File: config.mk
export PLATFORM = sky130hd
export DESIGN_NAME = printable_string_extractor_flat
export DESIGN_NICKNAME = d
export VERILOG_FILES = /design/src/rtl/psx_pkg.sv /design/src/rtl/psx_in_if.sv /design/src/rtl/psx_out_if.sv /design/src/rtl/printable_string_extractor.sv /design/src/flat_wrapper.sv
export SDC_FILE = /design/constraint.sdc
export NUM_CORES = 1
export LEC_CHECK = 0
export ABC_AREA = 1
export BUFFER_PORTS_ARGS = -buffer_cell sky130_fd_sc_hd__buf_2
export CORE_MARGIN = 2
export CORE_UTILIZATION = 55
export DETAILED_ROUTE_END_ITERATION = 8
export PLACE_DENSITY = 0.71
export SYNTH_ARGS = -nofsm -noshare
export SYNTH_HDL_FRONTEND = slang
export SYNTH_SLANG_ARGS = --single-unit
File: constraint.sdc
create_clock -name clk -period 3 [get_ports clk]
set_input_delay 0.6 -clock clk [delete_from_list [all_inputs] [get_ports clk]]
set_output_delay 0.6 -clock clk [all_outputs]
set_load 0.02 [all_outputs]
File: src/rtl/psx_pkg.sv
`default_nettype none

package psx_pkg;

	// Printable range is exclusive at both ends: codes 33 to 126.
	localparam logic [7:0] PRINT_LOW  = 8'd32;
	localparam logic [7:0] PRINT_HIGH = 8'd127;
	localparam logic [7:0] NEWLINE    = 8'h0A;

	// Configuration register indexes and reset values.
	localparam int unsigned CFG_IDX_W = 1;
	localparam int unsigned CFG_DAT_W = 16;
	localparam logic [CFG_IDX_W-1:0] REG_MIN_LENGTH  = 1'b0;
	localparam logic [CFG_IDX_W-1:0] REG_MAX_STRINGS = 1'b1;
	localparam logic [4:0]  MIN_LENGTH_RST  = 5'd3;
	localparam logic [15:0] MAX_STRINGS_RST = 16'hFFFF;

	// Sequencer states: taking bytes, draining the hold memory, sending the
	// byte that qualified the run, sending a closing newline.
	typedef enum logic [1:0] {
		S_IDLE,
		S_FLUSH,
		S_BYTE,
		S_NL
	} psx_state_t;

endpackage

`default_nettype wire

File: src/rtl/psx_in_if.sv
`default_nettype none

interface psx_in_if;
	logic       valid;
	logic       ready;
	logic [7:0] in_byte;
	logic       end_of_stream;

	modport source (output valid, in_byte, end_of_stream, input ready);
	modport sink (input valid, in_byte, end_of_stream, output ready);
endinterface

`default_nettype wire

File: src/rtl/psx_out_if.sv
`default_nettype none

interface psx_out_if;
	logic       valid;
	logic       ready;
	logic [7:0] out_byte;
	logic       last_of_burst;

	modport source (output valid, out_byte, last_of_burst, input ready);
	modport sink (input valid, out_byte, last_of_burst, output ready);
endinterface

`default_nettype wire

File: src/rtl/printable_string_extractor.sv
// A passed-through byte or newline appears on the output in the cycle after its request is taken.
// Throughput: one byte per cycle while bytes are held or passed straight through and the output is not stalled.
// A qualifying byte that flushes N held bytes blocks intake while the N held bytes
// pass through the single read port of the hold memory and the one output register.
// Reset (arst_n low, asynchronous) clears the run state, the string count and the
// output register, and restores min_length 3 and max_strings 65535.
`default_nettype none

module printable_string_extractor
	import psx_pkg::*;
#(
	parameter int unsigned HOLD_DEPTH = 32
) (
	input  wire logic                 clk,
	input  wire logic                 arst_n,
	input  wire logic                 cfg_we,
	input  wire logic [CFG_IDX_W-1:0] cfg_index,
	input  wire logic [CFG_DAT_W-1:0] cfg_data,
	psx_in_if.sink                    scan,
	psx_out_if.source                 emit
);

	localparam int unsigned LW = $clog2(HOLD_DEPTH);
	localparam logic [LW-1:0] THR_MAX = LW'(HOLD_DEPTH - 1);

	psx_state_t state_q, state_d;

	logic [4:0]    min_len_q;
	logic [15:0]   max_str_q;
	logic [LW-1:0] run_len_q;
	logic          qual_q;
	logic          supp_q;
	logic [15:0]   cnt_q;

	logic [7:0]    hold_mem [HOLD_DEPTH];
	logic [LW-1:0] flush_len_q;
	logic [LW-1:0] rd_addr_q;
	logic          rd_vld_q;
	logic [7:0]    rd_data_q;
	logic [7:0]    held_byte_q;
	logic          eos_q;

	logic          o_vld_q;
	logic [7:0]    o_byte_q;
	logic          o_last_q;

	logic          o_free, acc;
	logic [LW-1:0] thr;
	logic          printable, qualify, has_room;
	logic          pass_now, flush_go, nl_now, mem_we;
	logic          rd_issue, consume, o_load, o_last_d;
	logic [7:0]    o_byte_d;

	// Effective threshold, limited by what the hold memory can keep.
	always_comb begin
		if (32'(min_len_q) > 32'(THR_MAX)) begin
			thr = THR_MAX;
		end else begin
			thr = LW'(min_len_q);
		end
	end

	assign o_free     = !o_vld_q || emit.ready;
	assign scan.ready = (state_q == S_IDLE) && o_free;
	assign acc        = scan.valid && scan.ready;

	// Classification of the incoming byte against the run state.
	assign printable = (scan.in_byte > PRINT_LOW) && (scan.in_byte < PRINT_HIGH);
	assign qualify   = printable && !qual_q && (run_len_q >= thr);
	assign has_room  = cnt_q < max_str_q;
	assign pass_now  = printable && ((qual_q && !supp_q) ||
		(qualify && has_room && (run_len_q == '0)));
	assign flush_go  = qualify && has_room && (run_len_q != '0);
	assign nl_now    = !printable && qual_q && !supp_q;
	assign mem_we    = acc && printable && !qual_q && (run_len_q < thr);

	// Next state and output register loading.
	always_comb begin
		state_d  = state_q;
		o_load   = 1'b0;
		o_byte_d = scan.in_byte;
		o_last_d = 1'b0;
		rd_issue = 1'b0;
		consume  = 1'b0;
		unique case (state_q)
			S_IDLE: begin
				if (acc) begin
					if (pass_now) begin
						o_load   = 1'b1;
						o_last_d = !scan.end_of_stream;
						if (scan.end_of_stream) begin
							state_d = S_NL;
						end
					end else if (flush_go) begin
						state_d = S_FLUSH;
					end else if (nl_now) begin
						o_load   = 1'b1;
						o_byte_d = NEWLINE;
						o_last_d = 1'b1;
					end
				end
			end
			S_FLUSH: begin
				consume  = rd_vld_q && o_free;
				rd_issue = (rd_addr_q != flush_len_q) && (!rd_vld_q || consume);
				if (consume) begin
					o_load   = 1'b1;
					o_byte_d = rd_data_q;
				end
				if ((rd_addr_q == flush_len_q) && (!rd_vld_q || consume)) begin
					state_d = S_BYTE;
				end
			end
			S_BYTE: begin
				if (o_free) begin
					o_load   = 1'b1;
					o_byte_d = held_byte_q;
					o_last_d = !eos_q;
					state_d  = eos_q ? S_NL : S_IDLE;
				end
			end
			S_NL: begin
				if (o_free) begin
					o_load   = 1'b1;
					o_byte_d = NEWLINE;
					o_last_d = 1'b1;
					state_d  = S_IDLE;
				end
			end
		endcase
	end

	// Sequencer state register.
	always_ff @(posedge clk or negedge arst_n) begin
		if (!arst_n) begin
			state_q <= S_IDLE;
		end else begin
			state_q <= state_d;
		end
	end

	// Configuration registers.
	always_ff @(posedge clk or negedge arst_n) begin
		if (!arst_n) begin
			min_len_q <= MIN_LENGTH_RST;
			max_str_q <= MAX_STRINGS_RST;
		end else if (cfg_we) begin
			unique case (cfg_index)
				REG_MIN_LENGTH:  min_len_q <= cfg_data[4:0];
				REG_MAX_STRINGS: max_str_q <= cfg_data;
			endcase
		end
	end

	// Run state; the stream end clears everything after the byte is handled.
	always_ff @(posedge clk or negedge arst_n) begin
		if (!arst_n) begin
			run_len_q <= '0;
			qual_q    <= 1'b0;
			supp_q    <= 1'b0;
			cnt_q     <= '0;
		end else if (acc) begin
			if (scan.end_of_stream) begin
				run_len_q <= '0;
				qual_q    <= 1'b0;
				supp_q    <= 1'b0;
				cnt_q     <= '0;
			end else if (!printable) begin
				run_len_q <= '0;
				qual_q    <= 1'b0;
				supp_q    <= 1'b0;
			end else if (qualify) begin
				qual_q <= 1'b1;
				if (has_room) begin
					supp_q <= 1'b0;
					cnt_q  <= cnt_q + 16'd1;
				end else begin
					supp_q <= 1'b1;
				end
			end else if (!qual_q) begin
				run_len_q <= run_len_q + LW'(1);
			end
		end
	end

	// Flush read pointer and read-data valid flag.
	always_ff @(posedge clk or negedge arst_n) begin
		if (!arst_n) begin
			rd_addr_q <= '0;
			rd_vld_q  <= 1'b0;
		end else if (acc && flush_go) begin
			rd_addr_q <= '0;
			rd_vld_q  <= 1'b0;
		end else if (rd_issue) begin
			rd_addr_q <= rd_addr_q + LW'(1);
			rd_vld_q  <= 1'b1;
		end else if (consume) begin
			rd_vld_q <= 1'b0;
		end
	end

	// Hold memory: written while a run is short, read back during a flush.
	always_ff @(posedge clk) begin
		if (mem_we) begin
			hold_mem[run_len_q] <= scan.in_byte;
		end
		if (rd_issue) begin
			rd_data_q <= hold_mem[rd_addr_q];
		end
	end

	// Snapshot of the request that starts a flush.
	always_ff @(posedge clk) begin
		if (acc && flush_go) begin
			flush_len_q <= run_len_q;
			held_byte_q <= scan.in_byte;
			eos_q       <= scan.end_of_stream;
		end
	end

	// Output register.
	always_ff @(posedge clk or negedge arst_n) begin
		if (!arst_n) begin
			o_vld_q <= 1'b0;
		end else if (o_load) begin
			o_vld_q <= 1'b1;
		end else if (emit.ready) begin
			o_vld_q <= 1'b0;
		end
	end

	always_ff @(posedge clk) begin
		if (o_load) begin
			o_byte_q <= o_byte_d;
			o_last_q <= o_last_d;
		end
	end

	assign emit.valid         = o_vld_q;
	assign emit.out_byte      = o_byte_q;
	assign emit.last_of_burst = o_last_q;

	// A suppressed run is always a qualified one.
	assert property (@(posedge clk) disable iff (!arst_n) supp_q |-> qual_q)
		else $error("suppressed run without qualification");

	// The held run never outgrows the hold memory.
	assert property (@(posedge clk) disable iff (!arst_n) run_len_q <= THR_MAX)
		else $error("run length beyond hold depth");

	// The flush read pointer never passes the snapshot length.
	assert property (@(posedge clk) disable iff (!arst_n)
		(state_q == S_FLUSH) |-> (rd_addr_q <= flush_len_q))
		else $error("flush read pointer overran");

	// A flushing request moves the sequencer into the flush state.
	assert property (@(posedge clk) disable iff (!arst_n)
		(acc && flush_go) |=> (state_q == S_FLUSH))
		else $error("flush not started");

endmodule

`default_nettype wire
File: src/flat_wrapper.sv
// flat-port wrapper written by rule: the top's interface ports become plain ports
module printable_string_extractor_flat import psx_pkg::*;
#(
	parameter int unsigned HOLD_DEPTH = 32
)
  (clk, arst_n, cfg_we, cfg_index, cfg_data, scan_valid, scan_in_byte, scan_end_of_stream, scan_ready, emit_valid, emit_out_byte, emit_last_of_burst, emit_ready);
  psx_in_if scan_i ();
  psx_out_if emit_i ();
  input  wire logic clk;
  input  wire logic arst_n;
  input  wire logic cfg_we;
  input  wire logic [CFG_IDX_W-1:0] cfg_index;
  input  wire logic [CFG_DAT_W-1:0] cfg_data;
  input wire logic [$bits(scan_i.valid)-1:0] scan_valid;
  input wire logic [$bits(scan_i.in_byte)-1:0] scan_in_byte;
  input wire logic [$bits(scan_i.end_of_stream)-1:0] scan_end_of_stream;
  output wire logic [$bits(scan_i.ready)-1:0] scan_ready;
  output wire logic [$bits(emit_i.valid)-1:0] emit_valid;
  output wire logic [$bits(emit_i.out_byte)-1:0] emit_out_byte;
  output wire logic [$bits(emit_i.last_of_burst)-1:0] emit_last_of_burst;
  input wire logic [$bits(emit_i.ready)-1:0] emit_ready;
  assign scan_i.valid = scan_valid;
  assign scan_i.in_byte = scan_in_byte;
  assign scan_i.end_of_stream = scan_end_of_stream;
  assign scan_ready = scan_i.ready;
  assign emit_valid = emit_i.valid;
  assign emit_out_byte = emit_i.out_byte;
  assign emit_last_of_burst = emit_i.last_of_burst;
  assign emit_i.ready = emit_ready;
  printable_string_extractor #(.HOLD_DEPTH(HOLD_DEPTH)) u_core (.clk(clk), .arst_n(arst_n), .cfg_we(cfg_we), .cfg_index(cfg_index), .cfg_data(cfg_data), .scan(scan_i), .emit(emit_i));
endmodule
After elaboration in Yosys (flattened, before gate mapping):

Memory sizes are Yosys's and may differ from the RTL's. A register that Yosys moved wholly into a read port is not among the register bits.
Index checks and enable logic that the tools add are counted.

* $add $sub $neg: 3
* $lt $le $gt $ge: 5
* equality and inequality tests: 14
* mux-type cells: 54
* bitwise logic cells: 1
* reductions and logical operators: 45

Operators by type and width (number)
* 2-to-1 mux 16 bit: 4
* 2-to-1 mux 8 bit: 7
* case mux 8 bit (4 select lines): 1
* 2-to-1 mux 5 bit: 6
* 2-to-1 mux 1 bit: 25
* logical AND 1 bit: 19
* adder 16 x 1 -> 16 bit, second input constant: 1
* < comparator 16 bit: 1
* 2-to-1 mux 2 bit: 8
* inequality test 3 bit, second input constant: 4
* adder 5 x 1 -> 5 bit, second input constant: 2
* nonzero test 2 bit: 5
* greater-than comparator 8 x 6 -> 1 bit, second input constant: 1
* < comparator 8 x 7 -> 1 bit, second input constant: 1
* inequality test 2 x 1 -> 1 bit, second input constant: 4
* case mux 2 bit (4 select lines): 1
* zero test 1 bit: 7
* case mux 1 bit (3 select lines): 2
* AND reduction 2 bit: 3
* AND reduction 6 bit: 1
* == test 5 bit: 1
* >= comparator 5 bit: 1
* zero test 5 bit: 1
* < comparator 5 bit: 1
* 12 further kinds: 15

* flip-flop bits (word level): 76
* RAM bits: 256
* input bits: 31
* output and inout port bits: 11
* logic and storage cells: 138
* memories: 1

Memories
* u_core.hold_mem: words 32, width 8, rd ports 1, clocked after Yosys merged registers in 1, wr ports 1, RTL line printable_string_extractor.sv:35 `logic [7:0] hold_mem [HOLD_DEPTH];`

Logic depth before layout (Yosys ltp):

* depth after elaboration: 12
* gate-level depth with buffers: 16
* mapped depth without buffers: 16

Worst setup path before layout:

OpenSTA, ideal clock, no wires.

* kind: register to register
* start point: register u_core.max_str_q[11]
* end point: register u_core.eos_q (enable)
* library setup time: 389 ps
* arrival: 2197 ps
* required time: 2611 ps
* setup slack: 414 ps
* stages on the path, launching flop included: 9
* buffers on the path: 0
* clock period less this slack: 2586 ps
* cells stage by stage: dfstp_2 inv_1 ha_1 a21oi_1 o21ai_0 a21oi_1 and2_1 nand2_4 nor2_1

* cells in the longest elaborated chain, start to end: 4

Ends and longest elaborated chain
* start: declaration: RTL line printable_string_extractor.sv:29 `logic [15:0] max_str_q;`
* start signal: assignment: RTL line printable_string_extractor.sv:150 `REG_MAX_STRINGS: max_str_q <= cfg_data;`
* < comparator 16 bit: RTL line printable_string_extractor.sv:70 `assign has_room = cnt_q < max_str_q;`
* logical AND 1 bit (2 in a row): RTL line printable_string_extractor.sv:73 `assign flush_go = qualify && has_room && (run_len_q != '0);`
* logical AND 1 bit: RTL line printable_string_extractor.sv:214 `if (acc && flush_go) begin`
* end signal: assignment: RTL line printable_string_extractor.sv:217 `eos_q <= scan.end_of_stream;`
* end: declaration: RTL line printable_string_extractor.sv:41 `logic eos_q;`

Every way passes these cells.
A chain may end at the register's enable or synchronous reset.

Worst setup path in the final report:

* start point: register u_core.run_len_q[3]
* end point: memory u_core.hold_mem[0][3] (enable)

* cells in the longest elaborated chain, start to end: 4

Ends and longest elaborated chain
* start: declaration: RTL line printable_string_extractor.sv:30 `logic [LW-1:0] run_len_q;`
* start signal: assignment: RTL line printable_string_extractor.sv:181 `run_len_q <= run_len_q + LW'(1);`
* < comparator 5 bit: RTL line printable_string_extractor.sv:75 `assign mem_we = acc && printable && !qual_q && (run_len_q < thr);`
* logical AND 1 bit: RTL line printable_string_extractor.sv:75
* 2-to-1 mux 1 bit: RTL line printable_string_extractor.sv:204 `if (mem_we) begin`
* 2-to-1 mux 1 bit (implied by the code): RTL line printable_string_extractor.sv:205 `hold_mem[run_len_q] <= scan.in_byte;`
* end: declaration: RTL line printable_string_extractor.sv:35

Several ways; a longest one is shown, not always the timed one.

==> flow_summary.yaml <==
worst_setup_path:
  critPathRequiredTime_ps: 3160
  crit_type: "flip-flop to flip-flop"
  path_max_fanout: 11
  crit_arrival_ps: 2830
  critPathCaptureType: "flip-flop"
  reg2reg_from: "u_core.run_len_q[3]"
  crit_path_start_kind: "flip-flop"
  crit_start: "u_core.run_len_q[3]"
clock_network:
  cts_root_buf: "clkbuf_16"
  cts_setup_buffers: 0
  cts.clk_slew.worst_paths_ps: 60
  clk_latency_ps: 530
  ctsLongestPathBuffers: 3
  h-tree-depth: 2
  ctsResizeCount: 0
  clkSinkCount: 340
  postCtsHoldBufs: 0
  cts_tree: "done"
  cts_buffers: 37
layout:
  final_core_util_pct: 63.0
  finalNetCount: 1378
  final_common_cell: "edfxtp_1"
  layout_common_cells: "edfxtp_1, nor2_1, o21ai_0, nand2_1, inv_1"
  area_growth_pct: 12.8
  drive_gt1_share_pct: 12.1
  num-fill-cells: 1985
  antenna_cells: 0
grt:
  grt_pass1_vias: 9771
  overflow: 0
  antenna_found_initial: 1
  grt_max_degree: 131
  grt_pass1_wl_microns: 56100
  track_usage_pct: 26.3
worst_hold_path:
  hold_class: "input pin to async pin"
synth:
  synth_async_sr_flop_share_pct: 15.6
  yosys_register_bits: 340
  postSynthAreaPerCell_sq_um: 11.5
  synthesis.area_sq_um: 14600
  synth_ff_type: "edfxtp_1"
  ys_seq_area_share_pct: 68.4
  synth_edf_count: 287
  synth_cells: 1263
  syn-num-nets: 1320
  yosys_warnings: 0
  ys_types: 42
detailed_routing:
  num_vias: 10051
  firstDrtPassIters: 6
  wl_per_cell_microns: 21.5
  ant_nets: 0
  drc: 0
  vias_per_cell: 5.97
  routed_wl_microns: 36200
  drtIter0Drc: 1360
place:
  place_congestion: 0.933
  hpwl_microns: 23700
  portBuffers: 41
sta:
  fin_tns_setup_ps: 0
  fin_crit_sh_pct: 88.9
  hold_viol: 0
  drv_slew: 0
  slew_headroom_pct: 36.3
  fin_worst_skew_ps: 22.8
  tightest_slew_ps: 951
  period_needed_ps: 2670
  fmax_ghz: 0.375
  rsz0062_at_grt: "no"
  setup_viol: 0
run_status:
  status: "finished clean"
pwr:
  p_per_area_nw_per_um2: 878
  p_leak_uw: 0.00596
  peakVddDrop_mv: 0.675
floorplan:
  chipHeight_microns: 167
  initial_core_util_pct: 55.9
  rows: 59
  die-area_sq_um: 27800
  die-width_microns: 167
  core-area_sq_um: 26100
  ioPinCount: 42
flow_run:
  drv_cap: 0
state kept, by name, indices dropped and copies added (netlist names), 2 cells and up:
register              count
u_core.cnt_q             16
u_core.emit.out_byte      8
u_core.flush_len_q        5
u_core.held_byte_q        8
u_core.hold_mem         256
u_core.max_str_q         16
u_core.min_len_q          5
u_core.rd_addr_q          5
u_core.rd_data_q          8
u_core.run_len_q          5
u_core.state_q            2
worst paths after layout:
| check | endpoint | slack [ps] | cells after the start |
|---|---|---|---|
| min | u_core.emit.valid | 120 | 1 |
| min in group clk | u_core.max_str_q[10] | 310 | 3 |
| max in group asynchronous | u_core.max_str_q[4] | 1970 | 3 |
| min reg2reg | u_core.max_str_q[15] | 480 | 2 |
| max reg2reg | u_core.hold_mem[0][3] | 330 | 10 |
| max | u_core.hold_mem[0][3] | 330 | 10 |
critical path, cell delays in order, from the launching register on:
cell and delay (ps):
dfrtp_1 560, ha_1 290, nand2_1 70, inv_1 40, nand2_1 60, nand3_1 100
nor3_1 180, buf_4 160, nand2_1 90, buf_4 170, nor2_1 570
metrics by stage:
| stage | std cells | area, sq um | setup slack [ps] | power [uW] | hold WS [ps] |
|---|---|---|---|---|---|
| after floorplan | 1263 | 14600 | 414 | 8540 | 304 |
| after global placement | 1617 | 15300 | 221 | 10100 | 471 |
| after detailed placement | 1617 | 15300 | 208 | 10100 | 473 |
| after CTS | 1684 | 16400 | 352 | 14400 | 140 |
| after global routing | 1684 | 16400 | 98.7 | 15100 | 161 |
| final | 1684 | 16400 | 332 | 14400 | 115 |
routing by layer:
| layer | vias to the layer above | GRT usage, % | part of all wire, % |
|---|---|---|---|
| met5 | - | 0 | 0 |
| met4 | 0 | 8.85 | 3.1 |
| met3 | 77 | 3.71 | 7.8 |
| met2 | 486 | 43.8 | 48 |
| met1 | 4817 | 36.1 | 41 |
| li1 | 4671 | - | - |
synthesized netlist by cell type, types with 2 or more instances:
master	n	area, sq um
edfxtp_1	287	8620
nor2_1	223	837
o21ai_0	160	801
nand2_1	127	477
inv_1	80	300
nand3_1	52	260
clkbuf_1	48	180
o22ai_1	38	238
dfrtp_1	35	876
a21oi_1	32	160
o221ai_1	28	245
ha_1	26	325
dfstp_2	18	473
nand4_1	16	100
xor2_1	12	105
nor3_1	10	50.1
o31ai_1	10	75.1
o211ai_1	6	45.0
o21ai_1	6	30.0
buf_2	5	25.0
nor4_1	5	31.3
o2111ai_1	4	35.0
xnor2_1	4	35.0
inv_2	3	11.3
a221oi_1	2	17.5
a31oi_1	2	12.5
and2_1	2	12.5
and3_1	2	12.5
buf_1	2	7.51
buf_6	2	22.5
clkinv_1	2	7.51
inv_4	2	12.5
nand2_4	2	22.5
nor2_4	2	22.5
where the power goes:
part,total [uW],internal [uW],leakage (uW),switching [uW]
Combinational,4310,1270,0.00217,3040
Sequential,5810,5550,0.00324,259
Clock,4310,2470,0.000558,1840
final cells by class:
type                            count  area (sq um)  area share [%]
Tap cell                          335           419            2.55
Inverter                           87           333            2.03
Clock inverter                     23           199            1.21
Sequential cell                   340          9970            60.7
Multi-Input combinational cell    779          4030            24.6
Clock buffer                       44           952            5.80
Timing Repair Buffer               76           518            3.15
kinds of logic after synthesis:
kind of cell	Yosys count	share of synthesized area, %
AOI/OAI and AO/OA	291	11.6
xor gates and xnor gates	16	0.962
adders and majority gates	26	2.23
buffers and inverters	144	3.89
DFF	340	68.4
and+or+nand+nor	446	12.9
No activity file was read; power rests on OpenSTA's default activity.
